`config.mk`:
```
export PLATFORM = sky130hd
export DESIGN_NAME = fis_cell
export DESIGN_NICKNAME = d
export VERILOG_FILES = /design/src/rtl/core/fis_pkg.sv /design/src/rtl/core/fis_cell.sv
export SDC_FILE = /design/constraint.sdc
export NUM_CORES = 1
export LEC_CHECK = 0
export ABC_AREA = 1
export BUFFER_PORTS_ARGS = -buffer_cell sky130_fd_sc_hd__buf_2
export CAP_MARGIN = 10
export CORE_ASPECT_RATIO = 1.75
export CORE_MARGIN = 2
export CORE_UTILIZATION = 40
export CTS_BUF_LIST = sky130_fd_sc_hd__clkbuf_4 sky130_fd_sc_hd__clkbuf_8
export DETAILED_ROUTE_END_ITERATION = 10
export PLACE_DENSITY = 0.67
export RECOVER_POWER = 50
export SETUP_SLACK_MARGIN = 0.05
export SYNTH_ARGS = -nofsm -noshare
export SYNTH_HDL_FRONTEND = slang
export SYNTH_SLANG_ARGS = --single-unit
```
`constraint.sdc`:
```
create_clock -name clk -period 3.6 [get_ports clk]
set_input_delay 0.36 -clock clk [delete_from_list [all_inputs] [get_ports clk]]
set_output_delay 0.36 -clock clk [all_outputs]
set_load 0.03 [all_outputs]
```
`src/rtl/core/fis_pkg.sv`:
```
// shared types and helpers for the float insertion sorter
package fis_pkg;

	typedef struct packed {
		logic [31:0] value;
		logic        last;
	} in_beat_t;

	typedef struct packed {
		logic [31:0] sorted_value;
		logic        end_of_set;
		logic        overflow;
	} out_beat_t;

	// map a float bit pattern to an unsigned key in float order, -0 equal to +0
	function automatic logic [31:0] order_key(input logic [31:0] bits);
		logic [31:0] b;
		b = (bits[30:0] == 31'd0) ? 32'd0 : bits;
		return b[31] ? ~b : (b | 32'h8000_0000);
	endfunction

endpackage

```
`src/rtl/core/fis_cell.sv`:
```
// one cell of the insertion chain: holds one element, shifts in sort or drain mode
module fis_cell (
	input  logic        clk,
	input  logic        arst_n,
	input  logic        ins,        // insert beat broadcast to all cells
	input  logic [31:0] ins_value,
	input  logic        drain,      // shift one place toward the head
	input  logic        left_valid, // neighbor toward the head
	input  logic        left_gt,    // neighbor's key is greater than the new one
	input  logic [31:0] left_value,
	input  logic        right_valid, // neighbor toward the tail
	input  logic [31:0] right_value,
	output logic        valid,
	output logic        gt,
	output logic [31:0] value
);
	logic        valid_q;
	logic [31:0] value_q;

	assign valid = valid_q;
	assign value = value_q;
	assign gt    = valid_q && (fis_pkg::order_key(value_q) > fis_pkg::order_key(ins_value));

	// occupancy: the first empty cell fills on an insert
	always_ff @(posedge clk or negedge arst_n) begin
		if (!arst_n) begin
			valid_q <= 1'b0;
		end else if (drain) begin
			valid_q <= right_valid;
		end else if (ins) begin
			valid_q <= valid_q || left_valid;
		end
	end

	// data: take the neighbor's element when it moves down, or the new one
	always_ff @(posedge clk) begin
		if (drain) begin
			value_q <= right_value;
		end else if (ins) begin
			if (left_gt) begin
				value_q <= left_value;
			end else if (gt || !valid_q) begin
				value_q <= ins_value;
			end
		end
	end
endmodule

```
Word-level counts from Yosys, hierarchy flattened. Index checks and enable logic that the tools add are counted.

Bits in registers: 33.

$lt $le $gt $ge: 1. Mux-type cells: 10. Bitwise logic cells: 2. Reduce and logical (&&, ||, !) cells: 9.

Operators by type and width (count): two-way mux 32 bit (8); NOT 32 bit (2); logical NOT 31 bit (2); > comparator 32 bit (1); nonzero test 3 bit (1); logical OR 1 bit (2); two-way mux 1 bit (2); AND reduction 2 bit (1); nonzero test 2 bit (1); logical AND 1 bit (1); logical NOT 1 bit (1).

Longest topological paths before layout. Gate-level depths: netlist (run 1).

Depth after elaboration: 11. Depth in mapped cells: 20. Gate-level depth less buffers: 19.

Least setup slack after synthesis (run 1). No wires, ideal clock.

Path kind: register -> register. Start: register value_q[2] (netlist: value[2]). End: register value_q[0] (netlist: value[0]), enable pin. Library setup time: 400 ps. Data arrival time: 3442 ps. Setup slack: -242 ps. Stages on the path, launching flop included: 21. Cells stage by stage: edfxtp_1 -> nor2_1 -> nand2_1 -> nor2_1 -> nand2_1 -> nor2_1 -> nor2_1 -> buf_4 -> buf_2 -> nor2_1 -> a21oi_1 -> ha_1 -> nand2_1 -> o21a_1 -> nor2_1 -> o21ai_0 -> nand2_1 -> nand4_1 -> nand3_2 -> nand2_2 -> a21oi_2.

Longest elaborated chain between the ends: 9.

RTL lines: from (decl) (RTL line fis_cell.sv:18) `logic [31:0] value_q;`; from (signal assigned) (RTL line fis_cell.sv:38) `value_q <= right_value;`; from (signal assigned) (RTL line fis_cell.sv:41) `value_q <= left_value;`; from (signal assigned) (RTL line fis_cell.sv:43) `value_q <= ins_value;`; logical NOT 31 bit (RTL line fis_pkg.sv:18) `b = (bits[30:0] == 31'd0) ? 32'd0 : bits;`; two-way mux 32 bit (*) (RTL line fis_pkg.sv:18); NOT 32 bit (RTL line fis_pkg.sv:19) `return b[31] ? ~b : (b | 32'h8000_0000);`; two-way mux 32 bit (*) (RTL line fis_pkg.sv:19); > comparator 32 bit (*) (RTL line fis_cell.sv:22) `assign gt = valid_q && (fis_pkg::order_key(value_q) > fis_pkg::order_key(ins_value));`; logical AND 1 bit (*) (RTL line fis_cell.sv:22); logical OR 1 bit (*) (RTL line fis_cell.sv:42) `end else if (gt || !valid_q) begin`; nonzero test 3 bit (no source line) (*); AND reduction 2 bit (no source line) (*).

Mark *: on every way between the ends. The rest lies on a longest branch, timed or not. A chain may end at the register's enable or synchronous reset.

Worst setup path in the final report (run 1).
Start: register value_q[9] (netlist: value[9]). End: output gt.

Longest elaborated chain between the ends: 6.

RTL lines: logical NOT 31 bit (RTL line fis_pkg.sv:18); two-way mux 32 bit (*) (RTL line fis_pkg.sv:18); NOT 32 bit (RTL line fis_pkg.sv:19); two-way mux 32 bit (*) (RTL line fis_pkg.sv:19); > comparator 32 bit (*) (RTL line fis_cell.sv:22); logical AND 1 bit (*) (RTL line fis_cell.sv:22); to (decl) (RTL line fis_cell.sv:14) `output logic gt,`.

Marked as above.

==> results.py, run 1 <==
metrics = {
    "run_status": {
        "status": "complete, no violations",
    },
    "worst_setup_path": {
        "slowest_delay_ns": 0.42,
        "required_ns": 3.24,
        "reg2reg_from": "value[9]",
        "arrival_ns": 3.07,
        "cp_slowest_cell": "edfxtp_1",
        "crit_buf_inv": 3,
        "reg2reg_depth": 20,
        "cp_top_family": "simple AND/OR/NAND/NOR gates",
        "path_max_fanout": 6,
        "endpoint_kind": "output port",
        "crit_type": "flip-flop to output port",
        "r2r_slack_ns": 0.38,
        "reg2reg_to": "value[15]",
        "start_kind": "flip-flop",
        "path_cells": "nor2_1, nand2_1, nor2_2, nand2_2, nor2_4, nor2_4, buf_6, buf_4, nor2_1, a21oi_1, ha_1, nand2_1, nor3_2, o21ai_1, nand2_1, nand4_1, nand3_2, nand2_4, nor2_4, buf_6",
        "crit_path_start": "value[9]",
    },
    "route": {
        "drt-initial-drc-count": 175,
        "drc": 0,
        "routed_via_density": 5.19,
        "ant_nets": 0,
        "via_count": 3711,
        "drt_pass1_iterations": 4,
        "wire_per_inst_um": 14.7,
        "wl_mm": 10.5,
    },
    "timing": {
        "period_share": 0.954,
        "setup_tns_ns": 0,
        "finalWorstSetupSlack_ns": 0.165,
        "slew_headroom": 0.361,
        "hold_viol": 0,
        "slew_violations": 0,
        "fmax_ghz": 0.291,
        "skew_ns": 0.00590,
        "rsz0062_at_grt": "true",
        "setup_viol": 0,
        "min_period_ns": 3.43,
        "timing.hold.ws_ns": 0.336,
        "tightestPinTransition_ns": 0.956,
    },
    "worst_hold_path": {
        "hold_path_class": "input pin to flip-flop",
        "worstHoldStart": "left_valid",
        "hold_end": "valid",
        "hold_path_depth": 3,
    },
    "clock_network": {
        "cts_tree": "yes",
        "clk_latency_ns": 0.29,
        "numCtsBuffers": 5,
        "cts_max_level": 2,
        "cts_root_buf": "clkbuf_8",
        "clock_path_buffers": 2,
        "clock-sinks": 33,
        "clk_pin_slew_ns": 0.07,
    },
    "grt": {
        "gr-total-overflow": 0,
        "grtUsageTotal": 0.225,
        "grt_max_degree": 64,
        "grt_pass1_vias": 3564,
        "antenna_found_initial": 0,
        "grt_first_pass_wirelength_mm": 16.3,
    },
    "logic_synthesis": {
        "ys_seq_area_frac": 0.292,
        "syn_avg_cell_area_um2": 7.12,
        "synth.mux.area_fraction": 0,
        "synth_top_family_by_area": "compound AO/OA/AOI/OAI gates",
        "synth_xor_area_frac": 0.0415,
        "synthTopCellsByCount": "nand2_1, nor2_1, inv_1, a21oi_1, o21ai_0",
        "synth_area_leaders": "edfxtp_1, nand2_1, ha_1",
        "postSynthCellCount": 474,
        "synth_nets": 608,
        "synth_compound_area_frac": 0.254,
        "syn-cell-area_um2": 3380,
        "yosys.area_share.simple": 0.222,
        "synth_edf_count": 32,
        "synth_ff_type": "edfxtp_1",
        "yosysUniqueCellTypes": 28,
        "yosys_register_bits": 33,
        "synth_top_area_share": 0.285,
        "yosysTopAreaCell": "edfxtp_1",
        "ys_async_sr_fraction": 0.0303,
        "yosys_warnings": 0,
        "yosys.area_share.adder": 0.115,
        "yosysMostFrequentCell": "nand2_1",
    },
    "place": {
        "placed_area_um2": 4170,
        "hpwl_mm": 8.16,
        "pre_cts_slack_ns": 0.280,
        "gp_congestion": 0.841,
        "port_buffers": 136,
    },
    "layout": {
        "drive_gt1_frac": 0.283,
        "area_delta_synth_final_pct": 31.8,
        "register_area_um2": 986,
        "nFillCells": 860,
        "postLayoutCellArea_um2": 4450,
        "multi_input_area_um2": 2200,
        "n_antenna_cell": 0,
        "nets": 756,
    },
    "floorplanning": {
        "die_area_um2": 9220,
        "start_util": 0.409,
        "die_w_um": 73.5,
        "die_h_um": 126,
        "rows": 44,
        "io-pin-count": 137,
        "core_um2": 8260,
    },
    "power_and_ir_drop": {
        "cellPowerDensity_nw_per_um2": 338,
        "power.leakage_nw": 2.11,
        "irDropWorstVdd_mv": 0.213,
    },
    "job": {
        "maxCapViolCount": 0,
    },
}
flip-flops by register name (all words and copies together), names as in the netlist:
name	cells
value	32
valid	1
per-stage QoR:
step,power [mW],utilization,cells
floorplan,0.953,-,474
global placement,1.15,0.504,687
detailed placement,1.17,0.504,687
CTS,1.47,0.518,696
global route,1.61,0.539,715
finish,1.50,0.539,715
cell usage in the layout, fill, tap and decap left out, types with 3 or more instances in the layout:
| cell | netlist | final |
|---|---|---|
| clkbuf_8 | 0 | 5 |
| a21oi_1 | 36 | 36 |
| o21ai_0 | 34 | 33 |
| ha_1 | 31 | 31 |
| buf_2 | 3 | 121 |
| nand3_1 | 6 | 5 |
| nand4_1 | 3 | 3 |
| nor2_4 | 0 | 3 |
| xor2_1 | 16 | 16 |
| o211ai_1 | 29 | 29 |
| clkbuf_4 | 0 | 4 |
| edfxtp_1 | 32 | 32 |
| buf_4 | 1 | 25 |
| o21a_1 | 31 | 31 |
| nor2_2 | 1 | 4 |
| clkbuf_1 | 20 | 14 |
| inv_1 | 40 | 40 |
| nand2_1 | 105 | 104 |
| nor2_1 | 70 | 64 |
area by class of cell:
| class | count | area share |
|---|---|---|
| Clock buffer | 8 | 0.0205 |
| Multi-Input combinational cell | 375 | 0.493 |
| Timing Repair Buffer | 165 | 0.203 |
| Inverter | 42 | 0.0354 |
| Sequential cell | 33 | 0.221 |
| Tap cell | 92 | 0.0259 |
worst max path at each step:
stage | slack [ns] | depth (start not counted) | to
floorplan | 0.14 | 20 | value[0]
global placement | 0.35 | 20 | gt
detailed placement | 0.28 | 20 | gt
CTS | 0.11 | 20 | gt
global route | -0.07 | 20 | gt
finish | 0.17 | 20 | gt
power breakdown:
group          switching (mW)  internal, mW
clock network           0.139         0.160
logic                   0.412         0.276
registers              0.0386         0.477
total                   0.590         0.914
worst reg2reg max path, stage by stage, from the launching register on:
cell	delay, ns
edfxtp_1	0.42
nor2_1	0.13
nand2_1	0.09
nor2_2	0.15
nand2_2	0.09
nor2_4	0.13
nor2_4	0.05
buf_6	0.13
buf_4	0.14
nor2_1	0.11
a21oi_1	0.07
ha_1	0.29
nand2_1	0.06
nor3_2	0.20
o21ai_1	0.10
nand2_1	0.06
nand4_1	0.11
nand3_2	0.12
nand2_4	0.07
a21oi_4	0.13
buf_4	0.26
per-layer routing:
metal	share of wire	GRT usage	vias up
met5	0	0	-
met4	0.023	0.0791	0
met3	0.029	0.0226	16
met2	0.59	0.452	88
met1	0.36	0.223	1696
li1	-	-	1911
logic make-up (layout without fill, tap and decap cells):
family	after synthesis	count (layout)
flip-flops	33	33
XOR/XNOR	16	16
AO/OA/AOI/OAI	137	137
AND/OR/NAND/NOR	191	191
adder cells (fa/ha/maj)	31	31
buffers and inverters	66	215
timing repair:
item                       CTS  global route
hold buffers                 1             0
cloned                       0             1
hold endpoints to repair     1             0
pin swaps                    0            18
buffers inserted             0            18
setup endpoints to repair    1            33
resized for setup            3            15
No activity file was read; power rests on OpenSTA's default activity.
==> run 2, diff against run 1 <==
--- a/config.mk
+++ b/config.mk
@@ -5,7 +5,6 @@
 export SDC_FILE = /design/constraint.sdc
 export NUM_CORES = 1
 export LEC_CHECK = 0
-export ABC_AREA = 1
 export BUFFER_PORTS_ARGS = -buffer_cell sky130_fd_sc_hd__buf_2
 export CAP_MARGIN = 10
 export CORE_ASPECT_RATIO = 1.75
==> run 2 against run 1 <==
  * The run now ends with negative setup slack left
  * Critical path depth decreased by 2
  * Synthesized cell count fell by 17%
  * Synthesized area fell by 0.78%
  * Register-to-register slack got worse by 0.65 ns
  * Count of clock-buffer cells in the layout fell by 3
  * Non-clock buffer count increased by 71
  * Clock power decreased by 7.7%
  * First-iteration DRC count shrank 17%
  * Critical path type unchanged
  * Global-route usage is 2.1 points higher
  * Fmax is 15% lower
  * Highest routed layer unchanged
==> results.py, run 2 <==
metrics = {
    "floorplanning": {
        "core_um2": 8200,
        "die_h_um": 125,
        "rows": 44,
        "die_w_um": 73.2,
        "io-pin-count": 137,
        "die_area_um2": 9150,
        "start_util": 0.408,
    },
    "logic_synthesis": {
        "synth_nets": 526,
        "synth_top_area_share": 0.287,
        "ys_seq_area_frac": 0.294,
        "synth_edf_count": 32,
        "syn-cell-area_um2": 3350,
        "ys_async_sr_fraction": 0.0303,
        "synthTopCellsByCount": "nand2_1, o21ai_0, nor2_1",
        "yosysMostFrequentCell": "nand2_1",
        "yosys_warnings": 0,
        "postSynthCellCount": 392,
        "synth_area_leaders": "edfxtp_1, ha_1, mux2i_1",
        "yosysUniqueCellTypes": 35,
        "yosys_register_bits": 33,
        "syn_avg_cell_area_um2": 8.55,
        "yosysTopAreaCell": "edfxtp_1",
        "synth_ff_type": "edfxtp_1",
    },
    "worst_setup_path": {
        "path_cells": "nor4_2, buf_4, nand4_1, nor2_2, buf_6, buf_12, nor2_4, ha_4, buf_4, a21oi_2, a21o_1, a21oi_2, a311oi_2, a31oi_4, buf_6, o21ai_2, a21boi_1, buf_4",
        "cp_top_family": "compound AO/OA/AOI/OAI gates",
        "reg2reg_to": "value[21]",
        "path_max_fanout": 7,
        "endpoint_kind": "output port",
        "required_ns": 3.24,
        "cp_slowest_cell": "edfxtp_1",
        "cpMostUsedCell": "buf_4",
        "r2r_slack_ns": -0.27,
        "crit_path_start": "value[7]",
        "slowest_delay_ns": 0.43,
        "reg2reg_from": "value[7]",
        "start_kind": "flip-flop",
        "crit_buf_inv": 6,
        "crit_type": "flip-flop to output port",
        "reg2reg_depth": 18,
        "arrival_ns": 3.66,
    },
    "timing": {
        "hold_viol": 0,
        "slew_headroom": 0.120,
        "slew_violations": 0,
        "rsz0062_at_grt": "true",
        "timing.hold.ws_ns": 0.277,
        "period_share": 1.12,
        "finalWorstSetupSlack_ns": -0.419,
        "tightestPinTransition_ns": 1.32,
        "setup_viol": 33,
        "min_period_ns": 4.02,
        "skew_ns": 0.00373,
        "fmax_ghz": 0.249,
        "setup_tns_ns": -8.88,
    },
    "place": {
        "placed_area_um2": 4770,
        "dpl.cell_count": 681,
        "port_buffers": 136,
        "gp_congestion": 0.826,
        "hpwl_mm": 8.57,
    },
    "grt": {
        "antenna_found_initial": 0,
        "grtUsageTotal": 0.246,
        "grt_max_degree": 36,
        "gr-total-overflow": 0,
        "grt_pass1_vias": 3899,
        "grt_first_pass_wirelength_mm": 17.5,
    },
    "route": {
        "wl_mm": 11.8,
        "drc": 0,
        "drt-initial-drc-count": 145,
        "via_count": 3814,
        "ant_nets": 0,
        "routed_via_density": 5.42,
        "drt_pass1_iterations": 4,
        "wire_per_inst_um": 16.8,
    },
    "run_status": {
        "failed_checks": "negative setup slack",
        "status": "finished with violations",
    },
    "clock_network": {
        "cts_tree": "yes",
        "clock_path_buffers": 2,
        "clock-sinks": 33,
        "clk_pin_slew_ns": 0.07,
        "cts_max_level": 2,
        "clk_latency_ns": 0.29,
        "numCtsBuffers": 5,
        "cts_root_buf": "clkbuf_8",
    },
    "worst_hold_path": {
        "hold_path_depth": 3,
        "hold_end": "valid",
        "worstHoldStart": "right_valid",
        "hold_path_class": "input pin to flip-flop",
    },
    "layout": {
        "area_delta_synth_final_pct": 57.6,
        "largest_register_ffs": 32,
        "nets": 745,
        "drive_gt1_frac": 0.433,
        "n_antenna_cell": 0,
        "postLayoutCellArea_um2": 5280,
        "stdcell_count": 704,
        "final_core_util": 0.644,
        "layout_commonest_cell": "buf_2",
        "nFillCells": 690,
        "final_cell_mix": "buf_2, buf_4, nand2_1",
        "multi_input_area_um2": 2570,
        "register_area_um2": 986,
    },
    "power_and_ir_drop": {
        "power.leakage_nw": 2.50,
        "cellPowerDensity_nw_per_um2": 368,
        "irDropWorstVdd_mv": 0.192,
    },
    "job": {
        "maxCapViolCount": 0,
    },
}
run 2: cells by family (layout without fill, tap and decap cells):
kind of cell / after synthesis / in the layout / share of synthesized area
and+or+nand+nor: 141 / 142 / 0.189
AOI/OAI and AO/OA: 66 / 66 / 0.111
xor gates and xnor gates: 62 / 62 / 0.162
muxes: 33 / 33 / 0.0990
DFF: 33 / 33 / 0.294
adders and majority gates: 31 / 31 / 0.116
buffers and inverters: 26 / 245 / 0.0291
run 2: layout make-up:
type	count	share of cell area
clock buffer	5	0.0130
clock inverter	3	0.00237
inverter	1	0.000711
multi-input combinational	334	0.487
sequential	33	0.187
tap	92	0.0218
timing repair buffer	236	0.288
run 2: stage by stage:
| stage | power (mW) | setup WS (ns) |
|---|---|---|
| floorplan | 1.08 | 0.0547 |
| global route | 2.06 | -0.546 |
| detailed placement | 1.48 | -0.412 |
| global placement | 1.44 | -0.366 |
| finish | 1.95 | -0.419 |
| CTS | 1.85 | -0.328 |
run 2: repair_timing:
action | 4_1_cts | 5_1_grt
hold buffers | 1 | 0
setup endpoints to repair | 33 | 33
setup buffers | 5 | 7
gates cloned | 2 | 0
pin swaps | 31 | 24
gates resized for setup | 38 | 23
endpoints found under the hold margin | 1 | 0
run 2: worst reg2reg max path, delay by kind of cell (launching register included):
kind                     cells  cell delay, ns
AO/OA/AOI/OAI                6            1.12
AND/OR/NAND/NOR              5            0.90
adder cells (fa/ha/maj)      1            0.24
flip-flops                   1            0.43
buffers and inverters        6            0.94
run 2: worst max-delay path by stage:
stage / endpoint / slack (ns) / cells after the start
floorplan: value[0] / 0.05 / 13
global placement: value[17] / -0.37 / 14
detailed placement: value[13] / -0.41 / 13
CTS: gt / -0.33 / 17
global route: gt / -0.55 / 18
finish: gt / -0.42 / 18
run 2: layer usage:
layer | GRT usage | routed length [um] | part of all wire
met5 | 0 | 0 | 0
met3 | 0.0274 | 578 | 0.049
met1 | 0.242 | 4050 | 0.34
met4 | 0.138 | 565 | 0.048
met2 | 0.468 | 6630 | 0.56
run 2: power by group:
group | switching [mW] | internal (mW) | leakage, nW | total [mW]
Clock | 0.146 | 0.130 | 0.0430 | 0.276
Combinational | 0.609 | 0.546 | 2.12 | 1.15
Sequential | 0.0311 | 0.484 | 0.340 | 0.515
Total | 0.786 | 1.16 | 2.50 | 1.95
